## config.mk

```make
export PLATFORM = sky130hd
export DESIGN_NAME = aijc_ctrl
export DESIGN_NICKNAME = d
export VERILOG_FILES = /design/src/rtl/aijc_pkg.sv /design/src/rtl/aijc_ctrl.sv
export SDC_FILE = /design/constraint.sdc
export NUM_CORES = 1
export LEC_CHECK = 0
export ABC_AREA = 1
export BUFFER_PORTS_ARGS = -buffer_cell sky130_fd_sc_hd__buf_2
export CORE_MARGIN = 2
export CORE_UTILIZATION = 55
export CTS_CLUSTER_SIZE = 24
export DETAILED_ROUTE_END_ITERATION = 8
export PLACE_DENSITY = 0.85
export RECOVER_POWER = 50
export REMOVE_ABC_BUFFERS = 1
export SYNTH_ARGS = -nofsm -noshare
export SYNTH_HDL_FRONTEND = slang
export SYNTH_SLANG_ARGS = --single-unit
```

## constraint.sdc

```tcl
create_clock -name clk -period 2.03 [get_ports clk]
set_input_delay 0.5075 -clock clk [delete_from_list [all_inputs] [get_ports clk]]
set_output_delay 0.5075 -clock clk [all_outputs]
set_load 0.02 [all_outputs]
```

## src/rtl/aijc_pkg.sv

```systemverilog
// ----------------------------------------------------------------------------
// aijc_pkg
// Shared types, constants and helpers of the joint controller.
// ----------------------------------------------------------------------------
package aijc_pkg;

    localparam int NUM_JOINTS = 7;
    localparam int JW         = 3;    // joint index width
    localparam int DW         = 32;   // Q12.20 data width
    localparam int PW         = 31;   // precision and gain width
    localparam int HW         = 32;   // step size width
    localparam int AW         = 40;   // accumulator width
    localparam int CIW        = 3;    // config index width
    localparam int EW         = 34;   // prediction error width
    localparam int XW         = 64;   // multiplier wide operand width
    localparam int YW         = 33;   // multiplier narrow operand width
    localparam int PRW        = XW + YW;

    localparam logic [59:0]   SAT_MID = '1;
    localparam logic [AW-1:0] MAX40   = '1;

    // reset values of the registers
    localparam logic [PW-1:0] RST_PY = PW'(1048576);
    localparam logic [PW-1:0] RST_PV = PW'(1048576);
    localparam logic [PW-1:0] RST_PM = PW'(209715);
    localparam logic [PW-1:0] RST_PA = PW'(104858);
    localparam logic [PW-1:0] RST_K  = PW'(12236882);
    localparam logic [PW-1:0] RST_KA = PW'(734003200);
    localparam logic [HW-1:0] RST_H  = HW'(4294967);

    typedef enum logic [CIW-1:0] {
        REG_PY = 3'd0,
        REG_PV = 3'd1,
        REG_PM = 3'd2,
        REG_PA = 3'd3,
        REG_K  = 3'd4,
        REG_KA = 3'd5,
        REG_H  = 3'd6
    } reg_idx_t;

    // micro operations, one multiply each
    typedef enum logic [4:0] {
        U_SQY_A, U_SQY_B, U_SQV_A, U_SQV_B,
        U_SQM_A, U_SQM_B, U_SQA_A, U_SQA_B,
        U_WY, U_WV, U_WM, U_WA,
        U_D1, U_D2, U_D3,
        U_MU, U_MP, U_MA,
        U_GV, U_GY, U_GKA, U_TQ
    } uop_t;

    typedef enum logic [1:0] {
        M_RAW, M_W40, M_S20, M_S32
    } mmode_t;

    typedef struct packed {
        logic load;
        logic read;
        logic diff;
        logic setup;
        logic mlo;
        logic mhi;
        logic post;
        logic commit;
        uop_t uop;
    } cmd_t;

    typedef struct packed {
        logic joint_ok;
        logic out_free;
    } stat_t;

    function automatic logic signed [DW-1:0] sat32(input logic signed [63:0] v);
        logic signed [DW-1:0] r;
        if (v > 64'sd2147483647)
            r = 32'sh7fffffff;
        else if (v < -64'sd2147483648)
            r = 32'sh80000000;
        else
            r = v[DW-1:0];
        return r;
    endfunction

    function automatic logic [AW-1:0] add40(input logic [AW-1:0] a, input logic [AW-1:0] b);
        logic [AW:0] s;
        s = {1'b0, a} + {1'b0, b};
        return s[AW] ? MAX40 : s[AW-1:0];
    endfunction

endpackage

```

## src/rtl/aijc_ctrl.sv

```systemverilog
// ----------------------------------------------------------------------------
// aijc_ctrl
// Sequencer: walks one joint sample through the shared multiplier.
// ----------------------------------------------------------------------------
module aijc_ctrl import aijc_pkg::*;
(
    input  logic  clk,
    input  logic  rst_n,
    input  logic  sample_valid,
    output logic  sample_ready,
    input  stat_t stat,
    output cmd_t  cmd
);

    typedef enum logic [7:0] {
        ST_IDLE   = 8'b0000_0001,
        ST_READ   = 8'b0000_0010,
        ST_DIFF   = 8'b0000_0100,
        ST_SETUP  = 8'b0000_1000,
        ST_MLO    = 8'b0001_0000,
        ST_MHI    = 8'b0010_0000,
        ST_POST   = 8'b0100_0000,
        ST_COMMIT = 8'b1000_0000
    } ctl_state_t;

    ctl_state_t state_reg, state_next;
    uop_t       uop_reg, uop_next;

    // state and micro op registers
    always_ff @(posedge clk or negedge rst_n)
    begin
        if (!rst_n)
        begin
            state_reg <= ST_IDLE;
            uop_reg   <= U_SQY_A;
        end
        else
        begin
            state_reg <= state_next;
            uop_reg   <= uop_next;
        end
    end

    assign sample_ready = (state_reg == ST_IDLE);

    // next state and commands
    always_comb
    begin
        state_next = state_reg;
        uop_next   = uop_reg;
        cmd        = '0;
        cmd.uop    = uop_reg;
        case (state_reg)
            ST_IDLE:
            begin
                if (sample_valid)
                begin
                    cmd.load   = 1'b1;
                    state_next = ST_READ;
                end
            end
            ST_READ:
            begin
                if (stat.joint_ok)
                begin
                    cmd.read   = 1'b1;
                    state_next = ST_DIFF;
                end
                else
                begin
                    state_next = ST_IDLE;
                end
            end
            ST_DIFF:
            begin
                cmd.diff   = 1'b1;
                uop_next   = U_SQY_A;
                state_next = ST_SETUP;
            end
            ST_SETUP:
            begin
                cmd.setup  = 1'b1;
                state_next = ST_MLO;
            end
            ST_MLO:
            begin
                cmd.mlo    = 1'b1;
                state_next = ST_MHI;
            end
            ST_MHI:
            begin
                cmd.mhi    = 1'b1;
                state_next = ST_POST;
            end
            ST_POST:
            begin
                cmd.post = 1'b1;
                if (uop_reg == U_TQ)
                begin
                    state_next = ST_COMMIT;
                end
                else
                begin
                    uop_next   = uop_t'(uop_reg + 5'd1);
                    state_next = ST_SETUP;
                end
            end
            ST_COMMIT:
            begin
                if (stat.out_free)
                begin
                    cmd.commit = 1'b1;
                    state_next = ST_IDLE;
                end
            end
            default:
            begin
                state_next = ST_IDLE;
            end
        endcase
    end

endmodule

```

==> flow_summary.toml <==
[sta]
hold_viol = 0
fin_crit_sh_pct = 99.8
slew_headroom_pct = 54.2
fin_crit_ps = 2030
slew_viol_final = 0
clock-skew-final_ps = 4.94
fmax_ghz = 0.493
setup_violations = 0
worst_slew_pin_slew_ps = 686
hold_slack_ps = 234

[logic_synthesis]
synth.area.mux_share_pct = 0
synth_compound_area_share_pct = 5.56
synthFlopType = "dfrtp_1"
synth_edf_count = 0
netlist_area_um2 = 787
synth_top_family_by_area = "simple AND/OR/NAND/NOR gates"
synth_fa_ha_area_share_pct = 3.18
yosysSeqAreaShare_pct = 41.5
synth.ff_latch_count = 13
netlist_instances = 110
synth_xor_area_share_pct = 3.34
ys_warn_count = 0
synth_cell_types = 20
async_reset_ff_share_pct = 100
yosys.area_share.simple_pct = 35.5
syn_area_per_cell_um2 = 7.15

[placement]
gp_congestion = 0.825
place_hpwl_um = 1240
placed_cells = 144
placed_cell_area_um2 = 903
io_buffers = 18

[layout]
fin_cells = 150
largest_reg_flops = 8
syn2layout_area_growth_pct = 22.7
layout.nets = 143
fin_area_um2 = 966
final_common_cell = "nand2_1"
nFillCells = 103
layout_common_cells = "nand2_1, inv_1, nor2_1"
drive_gt1_share_pct = 27.4
diodes = 0

[critical_path]
required_ps = 1520
crit_path_top_delay_cell = "dfrtp_1"
end_kind = "primary output"
critPathArrivalTime_ps = 1520
timing.rr.end = "uop_reg[2]"
cp_max_fo = 3
crit_end = "cmd[12]"
path_cells = "inv_1 -> nand2_2 -> nor2_2 -> and2_4 -> inv_1 -> nor2_1 -> buf_4"
timing.rr.start = "state_reg[0]"
crit_path_frequent_cell = "inv_1"
r2r_slack_ps = 620
path_class = "reg2out"
rr_worst_depth = 9
crit_path_start_kind = "flip-flop"
crit_start = "state_reg[2]"
cpPeakStageDelay_ps = 390

[power]
total_power_uw = 760
powerDensity_nw_per_um2 = 786
leakagePower_nw = 0.616
peakVddDrop_v = 0.000600

[routing]
ant_nets = 0
wl_per_cell_um = 11.3
vias = 739
wl_um = 1690
dr.pass1.iters = 4
drt_iter0_markers = 14
drc_errors = 0
vias_per_cell = 4.93

[die]
io_pins = 19
die_h_um = 41.8
die_w_um = 41.8
row_count = 13
coreArea_um2 = 1320
start_util_pct = 59.7
dieArea_um2 = 1750

[grt]
grt_max_degree = 14
antenna_found_initial = 0
grt_pass1_vias = 660
grt_pass1_wl_um = 2720
grtUsageTotal_pct = 21.2
overflow = 0

[clock_tree]
cts_tree = "done"
cts_root_buf = "clkbuf_4"
clockBufferDepth = 2
clk_latency_ps = 280
htreeDepth = 1
clkSinkCount = 13
path_clk_slew_ps = 80
cts-buffers-inserted = 3

[run]
maxCapViolCount = 0

[min_path]
hold_class = "in2async"

[run_status]
status = "finished, final reports clean"
## report_power, final
part / leakage (nW) / total, mW / switching (mW) / internal [mW]
Sequential: 0.177 / 0.302 / 0.0143 / 0.288
Combinational: 0.424 / 0.297 / 0.181 / 0.116
Clock: 0.0150 / 0.161 / 0.0843 / 0.0764
## cells in the mapped netlist, drive strengths merged, types with 2 or more instances
cell type	instances	area share [%]
o21ai	4	4.0
dfrtp	12	38
inv	23	11
nor2	22	11
xor2	2	2.2
nand3	8	5.1
ha	2	3.2
nand2	31	17
## worst min path at each step
| stage | startpoint | endpoint | slack (ps) | depth (start not counted) |
|---|---|---|---|---|
| floorplan | rst_n | state_reg[1] | 210 | 0 |
| global placement | rst_n | uop_reg[1] | 410 | 1 |
| detailed placement | rst_n | uop_reg[3] | 410 | 1 |
| CTS | rst_n | state_reg[6] | 100 | 1 |
| global route | rst_n | state_reg[6] | 290 | 1 |
| finish | rst_n | state_reg[6] | 230 | 1 |
## layer usage
metal / vias up / global-route usage [%] / wire, um
li1: 373 / - / -
met1: 340 / 25.1 / 743
met2: 22 / 34.1 / 822
met3: 4 / 7.83 / 87
met4: 0 / 9.68 / 35
met5: - / 0 / 0
## per-stage QoR
stage | setup slack (ps) | util, % | setup TNS (ps)
finish | 3.49 | 73.3 | 0
global route | -95.6 | 73.3 | -100
CTS | 19.7 | 71.1 | 0
detailed placement | 262 | 68.6 | 0
global placement | 292 | 68.6 | 0
floorplan | 155 | - | 0
## timing repair
item                                    in CTS  in global routing
pin swaps                                    0                  2
gates resized for setup                      2                  6
endpoints found under the setup margin       2                  2
hold buffers                                 0                  0
setup buffers                                0                  2
## worst max-delay path: cells and delay by family, from the launching register on
family	cells	cell delay, ps
flip-flops	1	390
buffers and inverters	3	320
AND/OR/NAND/NOR	4	520
## final cells by class
class	count	area, um^2	share of cell area, %
flip-flops and latches	13	327	33.8
well taps	15	18.8	1.94
repair buffers	21	114	11.8
clock buffers	4	26.3	2.72
multi-input cells	74	394	40.8
inverters	23	86.3	8.94
## kinds of logic after synthesis
group           after synthesis
buf+inv                      23
compound gates                6
xor+xnor                      3
simple gates                 63
flops                        13
fa+ha+maj                     2
Power figures use the tool's default switching activity.
